[src/hw/rtl/mrtu_pkg.sv]
`default_nettype none
package mrtu_pkg;
   localparam int RegCountDefault = 16;
   localparam int FrameMaxDefault = 64;
   localparam logic [15:0] CrcInit = 16'hFFFF;
   localparam logic [15:0] CrcPoly = 16'hA001;
   localparam logic [7:0] FcRead = 8'h03;
   localparam logic [7:0] FcWrite = 8'h06;
   localparam logic [7:0] ExcIllegalFunc = 8'h01;
   localparam logic [7:0] ExcIllegalAddr = 8'h02;
   localparam logic [7:0] ExcIllegalValue = 8'h03;
   localparam logic [7:0] ExcFlag = 8'h80;
   localparam logic [15:0] ReadCountMax = 16'd125;

   typedef enum logic [1:0] {
      KIND_RX = 2'd0,
      KIND_SILENCE = 2'd1,
      KIND_WRITE = 2'd2,
      KIND_READ = 2'd3
   } kind_type;

   typedef struct packed {
      logic start;
      logic [7:0] data;
   } crc_cmd_type;
endpackage
`default_nettype wire

[src/hw/rtl/mrtu_crc.sv]
`default_nettype none
module mrtu_crc (
   input wire logic clock,
   input wire logic reset,
   input wire logic init,
   input wire mrtu_pkg::crc_cmd_type cmd,
   output logic busy,
   output logic [15:0] crc
);
   import mrtu_pkg::*;

   logic [15:0] crc_ff, crc_in;
   logic [7:0] sh_ff, sh_in;
   logic [3:0] cnt_ff, cnt_in;
   logic fb;

   always_comb begin
      crc_in = crc_ff;
      sh_in = sh_ff;
      cnt_in = cnt_ff;
      fb = crc_ff[0] ^ sh_ff[0];
      if (init) begin
         crc_in = CrcInit;
         cnt_in = '0;
      end else if (cmd.start) begin
         sh_in = cmd.data;
         cnt_in = 4'd8;
      end else if (cnt_ff != 4'd0) begin
         crc_in = {1'b0, crc_ff[15:1]} ^ (fb ? CrcPoly : 16'h0000);
         sh_in = {1'b0, sh_ff[7:1]};
         cnt_in = cnt_ff - 4'd1;
      end
   end

   always_ff @(posedge clock) begin
      if (reset) begin
         crc_ff <= CrcInit;
         cnt_ff <= '0;
      end else begin
         crc_ff <= crc_in;
         cnt_ff <= cnt_in;
      end
      sh_ff <= sh_in;
   end

   assign busy = (cnt_ff != 4'd0);
   assign crc = crc_ff;
endmodule
`default_nettype wire

[src/hw/rtl/modbus_rtu_slave_register_server.sv]
`default_nettype none
// Channel   | Direction | Ports
// request   | in        | req_valid/req_ready, req_kind, req_rx_byte, req_local_*
// response  | out       | rsp_valid/rsp_ready, rsp_out_kind, rsp_tx_byte, ...
// config    | in        | csr_write_enable, csr_write_data
// A received byte is shifted into the CRC in mrtu_crc, one bit a cycle.
// A frame end runs the check, then each message byte is loaded, shifted through
// the CRC, settled and sent, and each CRC byte is sent directly, each byte also
// waiting for rsp_ready. Local writes go straight to the store; reads via S_LOCAL.
// Reset is synchronous and clears the store, counters and CRC at once.
// A stalled response holds its byte in the output register.
module modbus_rtu_slave_register_server #(
   parameter int REG_COUNT = mrtu_pkg::RegCountDefault,
   parameter int FRAME_MAX = mrtu_pkg::FrameMaxDefault
) (
   input wire logic clock,
   input wire logic reset,
   input wire logic req_valid,
   output logic req_ready,
   input wire logic [1:0] req_kind,
   input wire logic [7:0] req_rx_byte,
   input wire logic [15:0] req_local_address,
   input wire logic [15:0] req_local_value,
   output logic rsp_valid,
   input wire logic rsp_ready,
   output logic rsp_out_kind,
   output logic [7:0] rsp_tx_byte,
   output logic rsp_last_of_frame,
   output logic [15:0] rsp_read_value,
   input wire logic csr_write_enable,
   input wire logic [7:0] csr_write_data
);
   import mrtu_pkg::*;

   localparam int IdxW = (REG_COUNT > 1) ? $clog2(REG_COUNT) : 1;
   localparam int LenW = $clog2(3 + 2 * REG_COUNT + 3);

   typedef enum logic [2:0] {
      S_IDLE, S_RXCRC, S_CHECK, S_BYTE, S_BCRC, S_SEND, S_LOCAL
   } state_type;

   state_type state_ff;
   logic [7:0] addr_ff;
   logic [7:0] hdr_ff [6];
   logic [6:0] count_ff;
   logic [15:0] store_ff [REG_COUNT];
   logic rvalid_ff, rkind_ff, rlast_ff;
   logic [7:0] rbyte_ff;
   logic [15:0] rval_ff;
   logic [LenW-1:0] pos_ff, len_ff;
   logic [15:0] rd_ff;
   logic [7:0] exc_fc_ff, exc_code_ff;
   logic exc_ff, wr_ff, frame_end_ff;
   logic [15:0] rstart_ff, rn_ff;

   logic crc_init;
   crc_cmd_type crc_cmd;
   logic crc_busy;
   logic [15:0] crc_val;

   mrtu_crc u_crc (
      .clock(clock), .reset(reset), .init(crc_init), .cmd(crc_cmd),
      .busy(crc_busy), .crc(crc_val)
   );

   logic [15:0] h23, h45;
   logic [7:0] msg_byte;
   logic [LenW-1:0] rel;
   logic [15:0] ridx;
   assign h23 = {hdr_ff[2], hdr_ff[3]};
   assign h45 = {hdr_ff[4], hdr_ff[5]};
   assign rel = pos_ff - LenW'(3);
   assign ridx = rstart_ff + 16'(rel[LenW-1:1]);

   always_comb begin
      msg_byte = 8'h00;
      if (exc_ff) begin
         unique case (pos_ff)
            LenW'(0): msg_byte = addr_ff;
            LenW'(1): msg_byte = exc_fc_ff | ExcFlag;
            default: msg_byte = exc_code_ff;
         endcase
      end else if (wr_ff) begin
         msg_byte = hdr_ff[pos_ff[2:0]];
      end else begin
         priority if (pos_ff == LenW'(0)) msg_byte = addr_ff;
         else if (pos_ff == LenW'(1)) msg_byte = FcRead;
         else if (pos_ff == LenW'(2)) msg_byte = {rn_ff[6:0], 1'b0};
         else if (rel[0]) msg_byte = store_ff[ridx[IdxW-1:0]][7:0];
         else msg_byte = store_ff[ridx[IdxW-1:0]][15:8];
      end
   end

   assign req_ready = (state_ff == S_IDLE) && !rvalid_ff;
   logic acc;
   assign acc = req_valid && req_ready;

   always_comb begin
      crc_init = 1'b0;
      crc_cmd = '0;
      if (acc && req_kind == KIND_RX) begin
         crc_cmd.start = 1'b1;
         crc_cmd.data = req_rx_byte;
      end else if (state_ff == S_CHECK) begin
         crc_init = 1'b1;
      end else if (state_ff == S_BYTE) begin
         crc_cmd.start = 1'b1;
         crc_cmd.data = msg_byte;
      end else if (state_ff == S_SEND && !rvalid_ff && pos_ff == len_ff + LenW'(1)) begin
         crc_init = 1'b1;
      end
   end

   always_ff @(posedge clock) begin
      if (reset) begin
         state_ff <= S_IDLE;
         addr_ff <= 8'd1;
         count_ff <= '0;
         rvalid_ff <= 1'b0;
         for (int i = 0; i < REG_COUNT; i++) store_ff[i] <= '0;
      end else begin
         if (csr_write_enable) addr_ff <= csr_write_data;
         if (rvalid_ff && rsp_ready) rvalid_ff <= 1'b0;
         unique case (state_ff)
            S_IDLE: begin
               if (acc) begin
                  unique case (kind_type'(req_kind))
                     KIND_RX: begin
                        if (count_ff < 7'd6) hdr_ff[count_ff[2:0]] <= req_rx_byte;
                        count_ff <= count_ff + 7'd1;
                        frame_end_ff <= (count_ff + 7'd1 >= 7'(FRAME_MAX));
                        state_ff <= S_RXCRC;
                     end
                     KIND_SILENCE: begin
                        if (count_ff != 7'd0) state_ff <= S_CHECK;
                     end
                     KIND_WRITE: begin
                        if (req_local_address < 16'(REG_COUNT))
                           store_ff[req_local_address[IdxW-1:0]] <= req_local_value;
                     end
                     KIND_READ: begin
                        rd_ff <= (req_local_address < 16'(REG_COUNT)) ?
                           store_ff[req_local_address[IdxW-1:0]] : 16'h0000;
                        state_ff <= S_LOCAL;
                     end
                     default: ;
                  endcase
               end
            end
            S_LOCAL: begin
               rvalid_ff <= 1'b1;
               rkind_ff <= 1'b1;
               rbyte_ff <= 8'h00;
               rlast_ff <= 1'b0;
               rval_ff <= rd_ff;
               state_ff <= S_IDLE;
            end
            S_RXCRC: begin
               if (!crc_busy && !crc_cmd.start)
                  state_ff <= frame_end_ff ? S_CHECK : S_IDLE;
            end
            S_CHECK: begin
               count_ff <= '0;
               pos_ff <= '0;
               rstart_ff <= h23;
               rn_ff <= h45;
               exc_ff <= 1'b1;
               wr_ff <= 1'b0;
               exc_fc_ff <= hdr_ff[1];
               len_ff <= LenW'(3);
               state_ff <= S_BYTE;
               if (count_ff < 7'd4 || (hdr_ff[0] != addr_ff && hdr_ff[0] != 8'h00)
                   || crc_val != 16'h0000) begin
                  state_ff <= S_IDLE;
               end else if (hdr_ff[1] == FcRead) begin
                  if (count_ff != 7'd8 || h45 == 16'd0 || h45 > ReadCountMax)
                     exc_code_ff <= ExcIllegalValue;
                  else if (17'(h23) + 17'(h45) > 17'(REG_COUNT))
                     exc_code_ff <= ExcIllegalAddr;
                  else begin
                     exc_ff <= 1'b0;
                     len_ff <= LenW'(3) + LenW'({h45[5:0], 1'b0});
                  end
               end else if (hdr_ff[1] == FcWrite) begin
                  if (count_ff != 7'd8) exc_code_ff <= ExcIllegalValue;
                  else if (h23 >= 16'(REG_COUNT)) exc_code_ff <= ExcIllegalAddr;
                  else begin
                     exc_ff <= 1'b0;
                     wr_ff <= 1'b1;
                     len_ff <= LenW'(6);
                     store_ff[h23[IdxW-1:0]] <= h45;
                  end
               end else begin
                  exc_code_ff <= ExcIllegalFunc;
               end
            end
            S_BYTE: state_ff <= S_BCRC;
            S_BCRC: if (!crc_busy) state_ff <= S_SEND;
            S_SEND: begin
               if (!rvalid_ff) begin
                  rvalid_ff <= 1'b1;
                  rkind_ff <= 1'b0;
                  rval_ff <= '0;
                  pos_ff <= pos_ff + LenW'(1);
                  if (pos_ff == len_ff) begin
                     rbyte_ff <= crc_val[7:0];
                     rlast_ff <= 1'b0;
                  end else if (pos_ff == len_ff + LenW'(1)) begin
                     rbyte_ff <= crc_val[15:8];
                     rlast_ff <= 1'b1;
                     state_ff <= S_IDLE;
                  end else begin
                     rbyte_ff <= msg_byte;
                     rlast_ff <= 1'b0;
                     if (pos_ff + LenW'(1) != len_ff) state_ff <= S_BYTE;
                  end
               end
            end
            default: state_ff <= S_IDLE;
         endcase
      end
   end

   assign rsp_valid = rvalid_ff;
   assign rsp_out_kind = rkind_ff;
   assign rsp_tx_byte = rbyte_ff;
   assign rsp_last_of_frame = rlast_ff;
   assign rsp_read_value = rval_ff;
endmodule
`default_nettype wire

[config.mk]
export PLATFORM = sky130hd
export DESIGN_NAME = modbus_rtu_slave_register_server
export DESIGN_NICKNAME = d
export VERILOG_FILES = /design/src/hw/rtl/mrtu_pkg.sv /design/src/hw/rtl/mrtu_crc.sv /design/src/hw/rtl/modbus_rtu_slave_register_server.sv
export SDC_FILE = /design/constraint.sdc
export NUM_CORES = 1
export LEC_CHECK = 0
export BUFFER_PORTS_ARGS = -buffer_cell sky130_fd_sc_hd__clkbuf_2
export CORE_AREA = 2 2 179 217
export CTS_CLUSTER_DIAMETER = 80
export DETAILED_ROUTE_END_ITERATION = 8
export DIE_AREA = 0 0 181 219
export MAX_ROUTING_LAYER = met4
export PLACE_DENSITY = 0.84
export SYNTH_ARGS = -nofsm -noshare
export SYNTH_HDL_FRONTEND = slang
export SYNTH_SLANG_ARGS = --single-unit
[constraint.sdc]
create_clock -name clock -period 5.5 [get_ports clock]
set_input_delay 0.55 -clock clock [delete_from_list [all_inputs] [get_ports clock]]
set_output_delay 0.55 -clock clock [all_outputs]
set_load 0.01 [all_outputs]
==> results.md <==
* Final WS setup at 0.583 ns
* WHS at 0.185 ns
* Peak per-stage delay on the critical path at 1.13 ns
* IO Port Bufs at 82
* Post-Syn Area at 0.0234 mm²
* Post-synthesis sequential area ratio at 55.6%
* Post-route setup TNS at 0 ns
* Max Cap Viol at 0
* Height of the die at 219 µm
* Worst r2r src: pos_ff[0]$_DFFE_PP_
* Cts-stage hold buffer count at 0
* Max clock buf depth at 3
* Worst R2R Path Depth at 10
* H-Tree Depth at 2
* I/O pin total at 83
* Delay-heaviest family, CP: adder cells
* Final period util at 89.4%
* Dpl ws at 0.949 ns
* Post-synth top area cell: edfxtp_1
* Final setup violation count at 0
* Max-slew violation count at 0
* PwrDens at 351 mW/mm²
* RSZ-0062 raised after global routing: no
* Stages on the worst setup path at 10
* Most used cell along the critical path: mux4_2
* Hold Path Class: input port to register
* Total grt overflow at 0
* Async SR Flop Fraction at 0%
* Critical-path cell list: ha_1 > xnor2_1 > inv_1 > fa_2 > mux4_2 > mux4_2 > o221ai_1 > nor2_1 > nor2b_1 > o31ai_1
* Peak VDD IR at 0.000223 V
* CP Class: register to register
* Worst setup path start: pos_ff[0]$_DFFE_PP_
* Remaining antenna violation count after routing at 0
* Crit-path slowest cell: fa_2
* Via/cell ratio at 7.33
* Netlist cell types at 93
* Post-CTS setup buffer count at 0
* Layout Cells excl Fill at 2309
* Inst Count DP at 2225
* Row Count at 78
* Number of synthesized flops with an enable pin at 405
* Core box area at 0.0375 mm²
* Wire per inst at 30.8 µm
* Slew @ Worst Pin at 1.45 ns
* Routed WL at 71200 µm
* CP Data Arrival Time at 5.22 ns
* Yosys top cell area share at 52.0%
* Chip Width at 181 µm
* Total clock buffers created by CTS at 43
* Fraction of layout cells with a size suffix above 1 at 24.0%
* Seq cells post-synth at 447
* Vias in the first global route at 16800
* Hpwl dp at 47200 µm
* Bufs and invs on worst path at 1
* DRT iter0 DRCs at 2877
* First drt pass iteration count at 6
* Reg clk slew, reported paths at 0.07 ns
* Final Core Density at 68.4%
* Worst-Skew Late Latency at 0.60 ns
* Clock period minus worst slack at 4.92 ns
* Largest net degree at the start of global routing at 44
* Prevailing post-synth register cell: edfxtp_1
* Fin nets at 1878
* R2r setup slk at 0.58 ns
* Reg2Reg Capture Point: u_crc.sh_ff[5]$_DFFE_PP_
* Final Wtd Congestion at 0.972
* CTS tree: yes
* Post-Syn Instances at 1721
* First-pass GRT wire length at 105000 µm
* Initial antenna violation count at 3
* Status: finished, final reports clean
* Post-cts sizing count at 0
* Clk sinks at 447
* Die area at 0.0396 mm²
* # DRC at 0
* Fmax at 203 MHz
* Critical path data required time at 5.80 ns
* Leak Pwr at 0.00918 µW
* Initial Utilization at 62.4%
* Post-Syn Area per Cell at 13.6 µm²
* Syn. warnings at 0
* Critical-path maximum fanout at 29
* Layout area overhead at 9.58%
* CP Launch Type: register
* CP Capture Point: u_crc.sh_ff[5]$_DFFE_PP_
* Clock skew at 0.0394 ns
* CTS Root Cell: clkbuf_16
* Critical Path Sink Type: register
* Final hold vios at 0
* Via count at 16900
* Slew HR at 2.80%
* Tot GR Track Use at 37.5%
* Synth area leaders: edfxtp_1 (52%), mux4_2 (16%), nor2_1 (5.4%)
==> power breakdown <==
group	internal [µW]	leakage [µW]	switching, µW
registers	3930	0.00437	209
clock network	1650	0.000694	1340
logic	849	0.00412	1040
total	6420	0.00918	2580
==> cells in the mapped netlist (all sizes together) (7+ instances only) <==
library cell  number
edfxtp           405
nor2             341
mux4             166
nand2             75
buf               72
o21ai             64
mux2i             45
clkbuf            42
dfxtp             42
nor2b             37
nor3              33
a21oi             31
ha                31
nand3             30
xnor2             25
inv               24
nand2b            24
nor4              24
xor2              24
and2              23
a22oi             11
and3              10
a31oi              9
nand4              9
nor3b              8
a2111oi            7
a211oi             7
a221oi             7
mux2               7
or3                7
==> metal layers <==
metal | global-route usage [%] | vias to the layer above | part of all wire, %
met4 | 25.6 | 0 | 8.7
met5 | - | - | 0
met1 | 41.9 | 8203 | 31
met2 | 60.7 | 1613 | 48
met3 | 8.71 | 419 | 12
li1 | - | 6701 | -
==> registers in the layout (all words and copies together) (netlist names), 8 cells and up, named ones only <==
| name | flops |
|---|---|
| rsp_read_value | 16 |
| u_crc.sh_ff | 8 |
| rd_ff | 16 |
| hdr_ff | 64 |
| u_crc.crc | 16 |
| rsp_tx_byte | 8 |
| store_ff | 256 |
| addr_ff | 8 |
==> worst min-delay path by stage <==
stage | startpoint | to | slack [ns] | cells after the start
2_1_floorplan | hdr_ff[1][1]$_DFFE_PP_ | exc_fc_ff[1]$_DFFE_PP_ | 0.44 | 0
3_3_place_gp | hdr_ff[1][3]$_DFFE_PP_ | exc_fc_ff[3]$_DFFE_PP_ | 0.49 | 0
3_5_place_dp | hdr_ff[1][3]$_DFFE_PP_ | exc_fc_ff[3]$_DFFE_PP_ | 0.48 | 0
4_1_cts | csr_write_data[0] | addr_ff[0]$_SDFFE_PP1P_ | 0.19 | 2
5_1_grt | csr_write_data[0] | addr_ff[0]$_SDFFE_PP1P_ | 0.21 | 2
6_report | csr_write_data[0] | addr_ff[0]$_SDFFE_PP1P_ | 0.19 | 2
==> final cells by class <==
type	count	area (µm²)
clock buffer	53	1190
antenna	4	10.0
clock inverter	27	211
timing repair buffer	123	721
fill	2460	11800
multi-input combinational	1151	9820
inverter	24	90.1
sequential	447	13000
tap	480	601
==> cell usage in the layout (no fill, tap or decap), types with 30 or more instances in the layout <==
master / n
edfxtp_1: 405
dfxtp_1: 42
nor2b_1: 37
clkbuf_16: 45
clkbuf_2: 80
buf_4: 42
mux2i_1: 31
o21ai_0: 51
ha_1: 30
nor2_1: 339
mux4_2: 166
nand2_1: 62
==> through the flow <==
step,cell area [µm²],total power (µW)
3_5_place_dp,24200,6020
5_1_grt,25600,9240
6_report,25600,9000
3_3_place_gp,24200,5940
4_1_cts,25600,8940
2_1_floorplan,23500,5530
==> worst register-to-register path, stage by stage (launching register included) <==
cell,delay (ns)
edfxtp_1,0.57
ha_1,0.42
xnor2_1,0.31
inv_1,0.13
fa_2,1.13
mux4_2,0.50
mux4_2,0.52
o221ai_1,0.58
nor2_1,0.24
nor2b_1,0.17
o31ai_1,0.09
==> kinds of logic (layout without fill, tap and decap cells) <==
| logic type | count (synthesis) | in the layout | synth area share, % |
|---|---|---|---|
| muxes | 218 | 218 | 18.5 |
| other | 1 | 20 | 0.0160 |
| DFF | 447 | 447 | 55.6 |
| buffers and inverters | 138 | 227 | 2.87 |
| xor gates and xnor gates | 49 | 49 | 1.98 |
| AOI/OAI and AO/OA | 191 | 191 | 5.80 |
| and+or+nand+nor | 644 | 644 | 13.5 |
| adders and majority gates | 33 | 33 | 1.83 |
(Power assumes the default switching activity.)
